$ cat config.mk
export PLATFORM = sky130hd
export DESIGN_NAME = binary_min_heap
export DESIGN_NICKNAME = d
export VERILOG_FILES = /design/src/rtl/bmh_pkg.sv /design/src/rtl/bmh_ram.sv /design/src/rtl/bmh_ctrl.sv /design/src/rtl/binary_min_heap.sv
export SDC_FILE = /design/constraint.sdc
export NUM_CORES = 2
export LEC_CHECK = 0
export ABC_AREA = 1
export BUFFER_PORTS_ARGS = -buffer_cell sky130_fd_sc_hd__buf_2
export CORE_MARGIN = 5
export CORE_UTILIZATION = 35
export DETAILED_ROUTE_END_ITERATION = 8
export HOLD_SLACK_MARGIN = 0.03
export PLACE_DENSITY = 0.54
export SYNTH_ARGS = -nofsm -noshare
export SYNTH_HDL_FRONTEND = slang
export SYNTH_SLANG_ARGS = --single-unit
$ cat constraint.sdc
create_clock -name i_clk -period 8.8 [get_ports i_clk]
set_input_delay 2.2 -clock i_clk [delete_from_list [all_inputs] [get_ports i_clk]]
set_output_delay 2.2 -clock i_clk [all_outputs]
set_load 0.1 [all_outputs]
$ cat src/rtl/bmh_pkg.sv
// ----------------------------------------------------------------------------
// bmh_pkg: shared types and constants for the binary min-heap
// Sizes, command and status codes, controller states, and the structs passed
// between the heap controller and the top level.
// ----------------------------------------------------------------------------
`default_nettype none

package bmh_pkg;

    localparam int CAPACITY = 64;
    localparam int KEY_W    = 32;
    localparam int POS_W    = 6;
    localparam int CMD_W    = 2;
    localparam int STAT_W   = 3;
    localparam int ADDR_W   = $clog2(CAPACITY);
    localparam int CNT_W    = $clog2(CAPACITY + 1);
    // child index 2*i+2 must not wrap for the largest i
    localparam int CHILD_W  = ADDR_W + 2;

    localparam int IN_W        = CMD_W + KEY_W + POS_W;
    localparam int IN_TDATA_W  = ((IN_W + 7) / 8) * 8;
    localparam int OUT_W       = KEY_W + STAT_W + CNT_W;
    localparam int OUT_TDATA_W = ((OUT_W + 7) / 8) * 8;

    localparam logic [KEY_W-1:0] KEY_MIN = {1'b1, {(KEY_W - 1){1'b0}}};

    typedef enum logic [CMD_W-1:0] {
        CMD_INSERT   = 2'd0,
        CMD_EXTRACT  = 2'd1,
        CMD_DECREASE = 2'd2,
        CMD_DELETE   = 2'd3
    } t_cmd;

    typedef enum logic [STAT_W-1:0] {
        STAT_OK         = 3'd0,
        STAT_FULL       = 3'd1,
        STAT_EMPTY      = 3'd2,
        STAT_BADPOS     = 3'd3,
        STAT_NOTSMALLER = 3'd4
    } t_status;

    typedef enum logic [3:0] {
        S_IDLE,
        S_DEC_CHK,
        S_UP_RD,
        S_UP_CMP,
        S_TAKE,
        S_DN_LOAD,
        S_DN_RD,
        S_DN_CMP,
        S_DONE
    } t_state;

    typedef struct packed {
        logic [KEY_W-1:0] key;
        t_status          status;
        logic [CNT_W-1:0] count;
    } t_result;

    typedef struct packed {
        logic              wen;
        logic [ADDR_W-1:0] waddr;
        logic [KEY_W-1:0]  wdata;
        logic [ADDR_W-1:0] raddr_a;
        logic [ADDR_W-1:0] raddr_b;
    } t_ram_req;

endpackage

`default_nettype wire

$ cat src/rtl/bmh_ram.sv
// ----------------------------------------------------------------------------
// bmh_ram: heap key store
// One write port and two read ports, read data registered.
// ----------------------------------------------------------------------------
`default_nettype none

module bmh_ram #(
    parameter int DEPTH  = 64,
    parameter int WIDTH  = 32,
    parameter int ADDR_W = $clog2(DEPTH)
) (
    input  wire logic              i_clk,
    input  wire logic              i_wen,
    input  wire logic [ADDR_W-1:0] i_waddr,
    input  wire logic [WIDTH-1:0]  i_wdata,
    input  wire logic [ADDR_W-1:0] i_raddr_a,
    input  wire logic [ADDR_W-1:0] i_raddr_b,
    output logic      [WIDTH-1:0]  o_rdata_a,
    output logic      [WIDTH-1:0]  o_rdata_b
);

    logic [WIDTH-1:0] r_mem [DEPTH];
    logic [WIDTH-1:0] r_rdata_a;
    logic [WIDTH-1:0] r_rdata_b;

    always_ff @(posedge i_clk) begin
        if (i_wen) begin
            r_mem[i_waddr] <= i_wdata;
        end
        r_rdata_a <= r_mem[i_raddr_a];
        r_rdata_b <= r_mem[i_raddr_b];
    end

    assign o_rdata_a = r_rdata_a;
    assign o_rdata_b = r_rdata_b;

endmodule

`default_nettype wire

$ cat src/rtl/bmh_ctrl.sv
// ----------------------------------------------------------------------------
// bmh_ctrl: heap command sequencer
// Runs insert, extract, decrease and delete as read-compare-write steps on the
// key store, moving a hole up or down the tree with the moving key held here.
// ----------------------------------------------------------------------------
`default_nettype none

module bmh_ctrl (
    input  wire logic                        i_clk,
    input  wire logic                        i_rst_n,
    input  wire logic                        i_in_valid,
    output logic                             o_in_ready,
    input  wire bmh_pkg::t_cmd               i_cmd,
    input  wire logic [bmh_pkg::KEY_W-1:0]   i_key,
    input  wire logic [bmh_pkg::POS_W-1:0]   i_pos,
    output bmh_pkg::t_ram_req                o_ram,
    input  wire logic [bmh_pkg::KEY_W-1:0]   i_rdata_a,
    input  wire logic [bmh_pkg::KEY_W-1:0]   i_rdata_b,
    input  wire logic                        i_slot_free,
    output logic                             o_done_valid,
    output bmh_pkg::t_result                 o_result
);

    localparam int ADDR_W  = bmh_pkg::ADDR_W;
    localparam int CNT_W   = bmh_pkg::CNT_W;
    localparam int CHILD_W = bmh_pkg::CHILD_W;
    localparam int KEY_W   = bmh_pkg::KEY_W;

    bmh_pkg::t_state  r_state,  n_state;
    logic [CNT_W-1:0] r_count,  n_count;
    logic [ADDR_W-1:0] r_idx,   n_idx;
    logic [KEY_W-1:0] r_key,    n_key;
    logic [KEY_W-1:0] r_res,    n_res;
    logic             r_del,    n_del;
    logic             r_ext,    n_ext;
    bmh_pkg::t_status r_status, n_status;
    logic [KEY_W-1:0] r_root;

    logic [ADDR_W-1:0]  w_parent;
    logic [CHILD_W-1:0] w_lc;
    logic [CHILD_W-1:0] w_rc;
    logic               w_pos_ok;
    logic               w_take_l;
    logic               w_take_r;
    logic [KEY_W-1:0]   w_best_val;

    assign w_parent = (r_idx - ADDR_W'(1)) >> 1;
    assign w_lc     = (CHILD_W'(r_idx) << 1) + CHILD_W'(1);
    assign w_rc     = (CHILD_W'(r_idx) << 1) + CHILD_W'(2);
    assign w_pos_ok = CHILD_W'(i_pos) < CHILD_W'(r_count);

    // smaller child wins only when strictly below the moving key
    assign w_take_l   = (w_lc < CHILD_W'(r_count)) && ($signed(i_rdata_a) < $signed(r_key));
    assign w_best_val = w_take_l ? i_rdata_a : r_key;
    assign w_take_r   = (w_rc < CHILD_W'(r_count)) && ($signed(i_rdata_b) < $signed(w_best_val));

    always_ff @(posedge i_clk) begin
        if (!i_rst_n) begin
            r_state <= bmh_pkg::S_IDLE;
            r_count <= '0;
        end else begin
            r_state <= n_state;
            r_count <= n_count;
        end
    end

    always_ff @(posedge i_clk) begin
        r_idx    <= n_idx;
        r_key    <= n_key;
        r_res    <= n_res;
        r_del    <= n_del;
        r_ext    <= n_ext;
        r_status <= n_status;
        // shadow of the root entry
        if (o_ram.wen && (o_ram.waddr == '0)) begin
            r_root <= o_ram.wdata;
        end
    end

    always_comb begin
        n_state      = r_state;
        n_count      = r_count;
        n_idx        = r_idx;
        n_key        = r_key;
        n_res        = r_res;
        n_del        = r_del;
        n_ext        = r_ext;
        n_status     = r_status;
        o_ram        = '0;
        o_in_ready   = 1'b0;
        o_done_valid = 1'b0;

        case (r_state)
            bmh_pkg::S_IDLE: begin
                o_in_ready = 1'b1;
                if (i_in_valid) begin
                    n_key    = i_key;
                    n_idx    = ADDR_W'(i_pos);
                    n_del    = 1'b0;
                    n_ext    = 1'b0;
                    n_status = bmh_pkg::STAT_OK;
                    case (i_cmd)
                        bmh_pkg::CMD_INSERT: begin
                            if (r_count == CNT_W'(bmh_pkg::CAPACITY)) begin
                                n_status = bmh_pkg::STAT_FULL;
                                n_state  = bmh_pkg::S_DONE;
                            end else begin
                                n_idx   = ADDR_W'(r_count);
                                n_count = r_count + CNT_W'(1);
                                n_state = bmh_pkg::S_UP_RD;
                            end
                        end
                        bmh_pkg::CMD_EXTRACT: begin
                            if (r_count == '0) begin
                                n_status = bmh_pkg::STAT_EMPTY;
                                n_state  = bmh_pkg::S_DONE;
                            end else begin
                                n_res   = r_root;
                                n_ext   = 1'b1;
                                n_state = bmh_pkg::S_TAKE;
                            end
                        end
                        bmh_pkg::CMD_DECREASE: begin
                            if (!w_pos_ok) begin
                                n_status = bmh_pkg::STAT_BADPOS;
                                n_state  = bmh_pkg::S_DONE;
                            end else begin
                                o_ram.raddr_a = ADDR_W'(i_pos);
                                n_state       = bmh_pkg::S_DEC_CHK;
                            end
                        end
                        bmh_pkg::CMD_DELETE: begin
                            if (!w_pos_ok) begin
                                n_status = bmh_pkg::STAT_BADPOS;
                                n_state  = bmh_pkg::S_DONE;
                            end else begin
                                n_key   = bmh_pkg::KEY_MIN;
                                n_del   = 1'b1;
                                n_state = bmh_pkg::S_UP_RD;
                            end
                        end
                        default: begin
                            n_state = bmh_pkg::S_IDLE;
                        end
                    endcase
                end
            end

            bmh_pkg::S_DEC_CHK: begin
                if ($signed(r_key) > $signed(i_rdata_a)) begin
                    n_status = bmh_pkg::STAT_NOTSMALLER;
                    n_state  = bmh_pkg::S_DONE;
                end else begin
                    n_state = bmh_pkg::S_UP_RD;
                end
            end

            bmh_pkg::S_UP_RD: begin
                if (r_idx == '0) begin
                    o_ram.wen   = 1'b1;
                    o_ram.waddr = r_idx;
                    o_ram.wdata = r_key;
                    n_state     = r_del ? bmh_pkg::S_TAKE : bmh_pkg::S_DONE;
                end else begin
                    o_ram.raddr_a = w_parent;
                    n_state       = bmh_pkg::S_UP_CMP;
                end
            end

            bmh_pkg::S_UP_CMP: begin
                o_ram.wen   = 1'b1;
                o_ram.waddr = r_idx;
                if ($signed(i_rdata_a) > $signed(r_key)) begin
                    // parent moves down into the hole
                    o_ram.wdata = i_rdata_a;
                    n_idx       = w_parent;
                    n_state     = bmh_pkg::S_UP_RD;
                end else begin
                    o_ram.wdata = r_key;
                    n_state     = r_del ? bmh_pkg::S_TAKE : bmh_pkg::S_DONE;
                end
            end

            bmh_pkg::S_TAKE: begin
                n_count = r_count - CNT_W'(1);
                if (r_count == CNT_W'(1)) begin
                    n_state = bmh_pkg::S_DONE;
                end else begin
                    o_ram.raddr_a = ADDR_W'(r_count - CNT_W'(1));
                    n_state       = bmh_pkg::S_DN_LOAD;
                end
            end

            bmh_pkg::S_DN_LOAD: begin
                // last entry becomes the moving key, hole at the root
                n_key         = i_rdata_a;
                n_idx         = '0;
                o_ram.raddr_a = ADDR_W'(1);
                o_ram.raddr_b = ADDR_W'(2);
                n_state       = bmh_pkg::S_DN_CMP;
            end

            bmh_pkg::S_DN_RD: begin
                o_ram.raddr_a = ADDR_W'(w_lc);
                o_ram.raddr_b = ADDR_W'(w_rc);
                n_state       = bmh_pkg::S_DN_CMP;
            end

            bmh_pkg::S_DN_CMP: begin
                o_ram.wen   = 1'b1;
                o_ram.waddr = r_idx;
                if (w_take_r) begin
                    o_ram.wdata = i_rdata_b;
                    n_idx       = ADDR_W'(w_rc);
                    n_state     = bmh_pkg::S_DN_RD;
                end else if (w_take_l) begin
                    o_ram.wdata = i_rdata_a;
                    n_idx       = ADDR_W'(w_lc);
                    n_state     = bmh_pkg::S_DN_RD;
                end else begin
                    o_ram.wdata = r_key;
                    n_state     = bmh_pkg::S_DONE;
                end
            end

            bmh_pkg::S_DONE: begin
                o_done_valid = i_slot_free;
                if (i_slot_free) begin
                    n_state = bmh_pkg::S_IDLE;
                end
            end

            default: begin
                n_state = bmh_pkg::S_IDLE;
            end
        endcase
    end

    always_comb begin
        o_result.status = r_status;
        o_result.count  = r_count;
        if (r_ext) begin
            o_result.key = r_res;
        end else if (r_count != '0) begin
            o_result.key = r_root;
        end else begin
            o_result.key = '0;
        end
    end

    a_count_cap: assert property (@(posedge i_clk) disable iff (!i_rst_n)
        r_count <= CNT_W'(bmh_pkg::CAPACITY))
        else $error("entry count above capacity");

    a_no_write_idle: assert property (@(posedge i_clk) disable iff (!i_rst_n)
        (r_state == bmh_pkg::S_IDLE || r_state == bmh_pkg::S_DONE) |-> !o_ram.wen)
        else $error("store written outside a command");

    a_accept_busy: assert property (@(posedge i_clk) disable iff (!i_rst_n)
        (i_in_valid && o_in_ready) |=> (r_state != bmh_pkg::S_IDLE))
        else $error("accepted transaction left no work");

    a_done_slot: assert property (@(posedge i_clk) disable iff (!i_rst_n)
        o_done_valid |-> (i_slot_free && r_state == bmh_pkg::S_DONE))
        else $error("result issued without a free output slot");

    a_write_in_range: assert property (@(posedge i_clk) disable iff (!i_rst_n)
        o_ram.wen |-> (CNT_W'(o_ram.waddr) < r_count))
        else $error("store written beyond the entry count");

endmodule

`default_nettype wire

$ cat src/rtl/binary_min_heap.sv
// ----------------------------------------------------------------------------
// binary_min_heap: min-heap priority queue of signed 32-bit keys
// Heap of up to 64 keys held in a synchronous RAM, one command per transaction.
// ----------------------------------------------------------------------------
// Usage:
//   s_axis carries one command per transaction: insert, extract minimum,
//   decrease key at a position, or delete at a position. m_axis returns one
//   result per command: key, status and the entry count after the command.
//   Commands are worked one at a time. Each tree level is a registered
//   RAM read, then a compare and write back. At 64 entries a key moves up
//   to 6 levels up and 5 down; a delete walks up and then down. A decrease
//   to a larger key is rejected after the stored key is read. After a
//   command the sequencer returns to idle before it takes the next one.
//   s_axis_tready is high whenever the sequencer is idle, so a new command
//   is taken while the previous result still waits in the output register.
//   If m_axis is stalled, the finished command holds until the register
//   drains. Reset empties the heap at once; no clearing pass is needed.
// ----------------------------------------------------------------------------
`default_nettype none

module binary_min_heap (
    input  wire logic                               i_clk,
    input  wire logic                               i_rst_n,
    input  wire logic                               s_axis_tvalid,
    output logic                                    s_axis_tready,
    // command[1:0], key_value[33:2], position[39:34]
    input  wire logic [bmh_pkg::IN_TDATA_W-1:0]     s_axis_tdata,
    output logic                                    m_axis_tvalid,
    input  wire logic                               m_axis_tready,
    // result_key[31:0], status[34:32], entry_count[41:35], zero padding above
    output logic      [bmh_pkg::OUT_TDATA_W-1:0]    m_axis_tdata
);

    localparam int CMD_W = bmh_pkg::CMD_W;
    localparam int KEY_W = bmh_pkg::KEY_W;
    localparam int POS_W = bmh_pkg::POS_W;

    bmh_pkg::t_cmd          w_cmd;
    logic [KEY_W-1:0]       w_key;
    logic [POS_W-1:0]       w_pos;
    bmh_pkg::t_ram_req      w_ram;
    logic [KEY_W-1:0]       w_rdata_a;
    logic [KEY_W-1:0]       w_rdata_b;
    logic                   w_slot_free;
    logic                   w_done_valid;
    bmh_pkg::t_result       w_result;

    logic                   r_m_valid;
    bmh_pkg::t_result       r_m_result;

    assign w_cmd = bmh_pkg::t_cmd'(s_axis_tdata[CMD_W-1:0]);
    assign w_key = s_axis_tdata[CMD_W +: KEY_W];
    assign w_pos = s_axis_tdata[CMD_W + KEY_W +: POS_W];

    assign w_slot_free = !r_m_valid || m_axis_tready;

    bmh_ctrl u_ctrl (
        .i_clk        (i_clk),
        .i_rst_n      (i_rst_n),
        .i_in_valid   (s_axis_tvalid),
        .o_in_ready   (s_axis_tready),
        .i_cmd        (w_cmd),
        .i_key        (w_key),
        .i_pos        (w_pos),
        .o_ram        (w_ram),
        .i_rdata_a    (w_rdata_a),
        .i_rdata_b    (w_rdata_b),
        .i_slot_free  (w_slot_free),
        .o_done_valid (w_done_valid),
        .o_result     (w_result)
    );

    bmh_ram #(
        .DEPTH  (bmh_pkg::CAPACITY),
        .WIDTH  (KEY_W),
        .ADDR_W (bmh_pkg::ADDR_W)
    ) u_ram (
        .i_clk     (i_clk),
        .i_wen     (w_ram.wen),
        .i_waddr   (w_ram.waddr),
        .i_wdata   (w_ram.wdata),
        .i_raddr_a (w_ram.raddr_a),
        .i_raddr_b (w_ram.raddr_b),
        .o_rdata_a (w_rdata_a),
        .o_rdata_b (w_rdata_b)
    );

    always_ff @(posedge i_clk) begin
        if (!i_rst_n) begin
            r_m_valid <= 1'b0;
        end else if (w_done_valid) begin
            r_m_valid <= 1'b1;
        end else if (m_axis_tready) begin
            r_m_valid <= 1'b0;
        end
    end

    always_ff @(posedge i_clk) begin
        if (w_done_valid) begin
            r_m_result <= w_result;
        end
    end

    assign m_axis_tvalid = r_m_valid;
    assign m_axis_tdata  = bmh_pkg::OUT_TDATA_W'({r_m_result.count,
                                                  r_m_result.status,
                                                  r_m_result.key});

endmodule

`default_nettype wire
==> impl_metrics.env <==
export IMPL_die_area_sq_um=303200
export IMPL_drive_gt1_frac=0.1387
export IMPL_synth_edff_count=2197
export IMPL_swShare=0.2800
export IMPL_syn_cell_area_sq_um=102300
export IMPL_ys_types=53
export IMPL_final_nets=8677
export IMPL_synth_compound_area_frac=0.1675
export IMPL_hold_buffers=0
export IMPL_rsz0062_at_grt="no"
export IMPL_ff2ff_setup_slack_ps=1950
export IMPL_grt_usage=0.2475
export IMPL_start_util=0.3514
export IMPL_die_x_microns=550.6
export IMPL_grt_pass1_vias=71780
export IMPL_setup_viol=0
export IMPL_critPathLaunchType="flop"
export IMPL_synth_adder_area_share=0.01040
export IMPL_regArea_sq_um=67490
export IMPL_grt_max_degree=169
export IMPL_path_class="reg2reg"
export IMPL_ys_flop_type="edfxtp_1"
export IMPL_critPathMostFrequentCell="nand2_1"
export IMPL_seqPwrFrac=0.446
export IMPL_cts_setup_buffers=0
export IMPL_relSlewSlack=0.03473
export IMPL_synthSimpleGateAreaFrac=0.1222
export IMPL_port_buffers=87
export IMPL_layout_common_cells="2197 x edfxtp_1, 1383 x nor2_1, 1027 x o211ai_1, 823 x nand2_1, 379 x or2_2"
export IMPL_power_per_cell_area_nw_per_um2=234.4
export IMPL_tritoncts="built"
export IMPL_synth_xor_area_frac=0.0008563
export IMPL_power_total_mw=27.24
export IMPL_cts_root_buf="clkbuf_16"
export IMPL_hold_class="reg2reg"
export IMPL_synthCells=8698
export IMPL_maxSlewViolCount=0
export IMPL_yosysWarnings=0
export IMPL_drc=0
export IMPL_num_io_pins=94
export IMPL_max_cap_violations=0
export IMPL_dp_cells=12200
export IMPL_required_ps=9560
export IMPL_cts_buffer_depth=4
export IMPL_utilization=0.3992
export IMPL_pwr_share_comb=0.151
export IMPL_die_y_microns=550.6
export IMPL_grt_first_pass_wirelength_microns=542700
export IMPL_synth_top_family_by_area="compound AO/OA/AOI/OAI gates"
export IMPL_cp_max_fo=46
export IMPL_fin_tns_setup_ps=0
export IMPL_cts_htree_levels=4
export IMPL_skew_ps=88.08
export IMPL_cts_made_buffers=243
export IMPL_internal_power_mw=19.61
export IMPL_drt_pre_antenna_iters=6
export IMPL_core_sq_um=291100
export IMPL_placed_area_sq_um=107700
export IMPL_first_iter_violations=10500
export IMPL_multi_input_area_sq_um=31690
export IMPL_ys_ff_latch=2273
export IMPL_cts_sinks=2273
export IMPL_ys_seq_area_frac=0.6599
export IMPL_clk_pin_slew_worst_paths_ps=60
export IMPL_worstPathArrival_ps=7610
export IMPL_clock_latency_ps=980
export IMPL_postRouteAntennaNets=0
export IMPL_antenna_found_initial=11
export IMPL_syn_avg_cell_area_sq_um=11.76
export IMPL_ir_drop_mv=0.1954
export IMPL_rows=198
export IMPL_cellLeakagePower_nw=36.23
export IMPL_fin_area_sq_um=116200
export IMPL_reg2reg_depth=28
export IMPL_worst_pin_slew_ps=1442
export IMPL_finalCriticalPeriod_ps=6853
export IMPL_syn_to_final_growth_pct=13.60
export IMPL_holdPathStages=0
export IMPL_stdcell_count=12660
export IMPL_status="finished, final reports clean"
export IMPL_synth_mux_area_frac=0
export IMPL_finalHoldViolCount=0
export IMPL_overflow=0
export IMPL_wire_per_inst_microns=30.69
export IMPL_timing_fmax_mhz=145.9
export IMPL_cp_slowest_stage_delay_ps=1110
export IMPL_end_kind="flop"
export IMPL_cts_resized=0
export IMPL_final_common_cell="edfxtp_1"
export IMPL_avgViaCountPerCell=6.037
export IMPL_gp_congestion=0.9267
export IMPL_finalCritPeriodShare=0.7787
export IMPL_num_fill_cells=27220
export IMPL_async_flop_share=0
export IMPL_routed_wirelength_microns=388600
export IMPL_cp_slowest_cell="o21ai_4"
export IMPL_power_frac_clock=0.403
export IMPL_dpl_hpwl_microns=204800
export IMPL_p_sw_mw=7.626
export IMPL_vias=76430
==> stage by stage <==
stage	hold slack, ps	setup slack [ps]
after floorplan	400.3	1752
after global placement	407.4	1984
after detailed placement	404.5	2106
after CTS	418.4	2199
after global routing	441.3	1666
final	418.0	1947
==> cells in the mapped netlist, types with 11 or more instances <==
master | n | area share
or2_2 | 379 | 0.023
o211ai_1 | 1027 | 0.075
nand3_1 | 258 | 0.013
inv_1 | 258 | 0.0095
edfxtp_1 | 2197 | 0.64
ha_1 | 85 | 0.010
nand4_1 | 11 | 0.00067
buf_4 | 42 | 0.0031
clkbuf_1 | 503 | 0.018
buf_1 | 44 | 0.0016
nand2_1 | 825 | 0.030
nor2_1 | 1451 | 0.053
dfxtp_1 | 76 | 0.015
o21ai_0 | 144 | 0.0070
nor3_1 | 18 | 0.00088
o31ai_1 | 253 | 0.019
a31oi_1 | 38 | 0.0023
a21oi_1 | 346 | 0.017
o21ai_1 | 23 | 0.0011
o311ai_0 | 373 | 0.032
buf_2 | 116 | 0.0057
a22oi_1 | 150 | 0.011
==> layout make-up <==
| class | count | share of cell area |
|---|---|---|
| flip-flops and latches | 2273 | 0.5808 |
| multi-input cells | 5452 | 0.2727 |
| clock buffers | 311 | 0.05688 |
| well taps | 3900 | 0.04199 |
| repair buffers | 311 | 0.02231 |
| clock inverters | 138 | 0.01612 |
| inverters | 267 | 0.008937 |
| diodes | 8 | 0.0001723 |
==> path summary, 6_finish.rpt <==
check                 startpoint                  end
max          u_ram.o_rdata_a[25]  u_ram.r_mem[18][20]
min           u_ctrl.r_status[1]     m_axis_tdata[33]
max reg2reg  u_ram.o_rdata_a[25]  u_ram.r_mem[18][20]
min reg2reg   u_ctrl.r_status[1]     m_axis_tdata[33]
==> registers in the layout, indices dropped and copies added (netlist names) <==
name             flops
u_ram.r_mem       2048
u_ctrl.r_status      3
u_ram.o_rdata_b     32
u_ctrl.r_count       7
u_ctrl.r_state       4
u_ram.o_rdata_a     32
u_ctrl.r_ext         1
u_ctrl.r_idx         6
u_ctrl.r_del         1
m_axis_tvalid        1
m_axis_tdata        42
u_ctrl.r_key        32
u_ctrl.r_res        32
u_ctrl.r_root       32
==> power by group through the flow <==
stage	clock network, mW	logic [mW]	registers (mW)
6_report	11.0	4.12	12.1
5_1_grt	11.6	4.44	12.1
4_1_cts	11.1	4.06	12.1
3_5_place_dp	0	4.05	12.4
3_3_place_gp	0	4.03	12.4
2_1_floorplan	0	2.60	12.3
==> critical path: cells and delay by family, from the launching register on <==
kind | cells | cell delay (ps)
and+or+nand+nor | 13 | 1360
adders and majority gates | 2 | 610
AOI/OAI and AO/OA | 9 | 2740
DFF | 1 | 650
buffers and inverters | 4 | 1250
==> routing by layer <==
| metal | track usage | share of wire | vias to the layer above |
|---|---|---|---|
| li1 | - | - | 32520 |
| met1 | 0.3358 | 0.40 | 38380 |
| met2 | 0.3791 | 0.44 | 4620 |
| met3 | 0.04566 | 0.10 | 911 |
| met4 | 0.1296 | 0.060 | 2 |
| met5 | 0 | 0.000049 | - |
==> cells by family (layout without fill, tap and decap cells) <==
kind of cell	count (synthesis)	after routing
and+or+nand+nor	2958	2958
AOI/OAI and AO/OA	2393	2393
DFF	2273	2273
buffers and inverters	978	1027
adders and majority gates	85	85
xor gates and xnor gates	10	10
other	1	14
(Power assumes the default switching activity.)
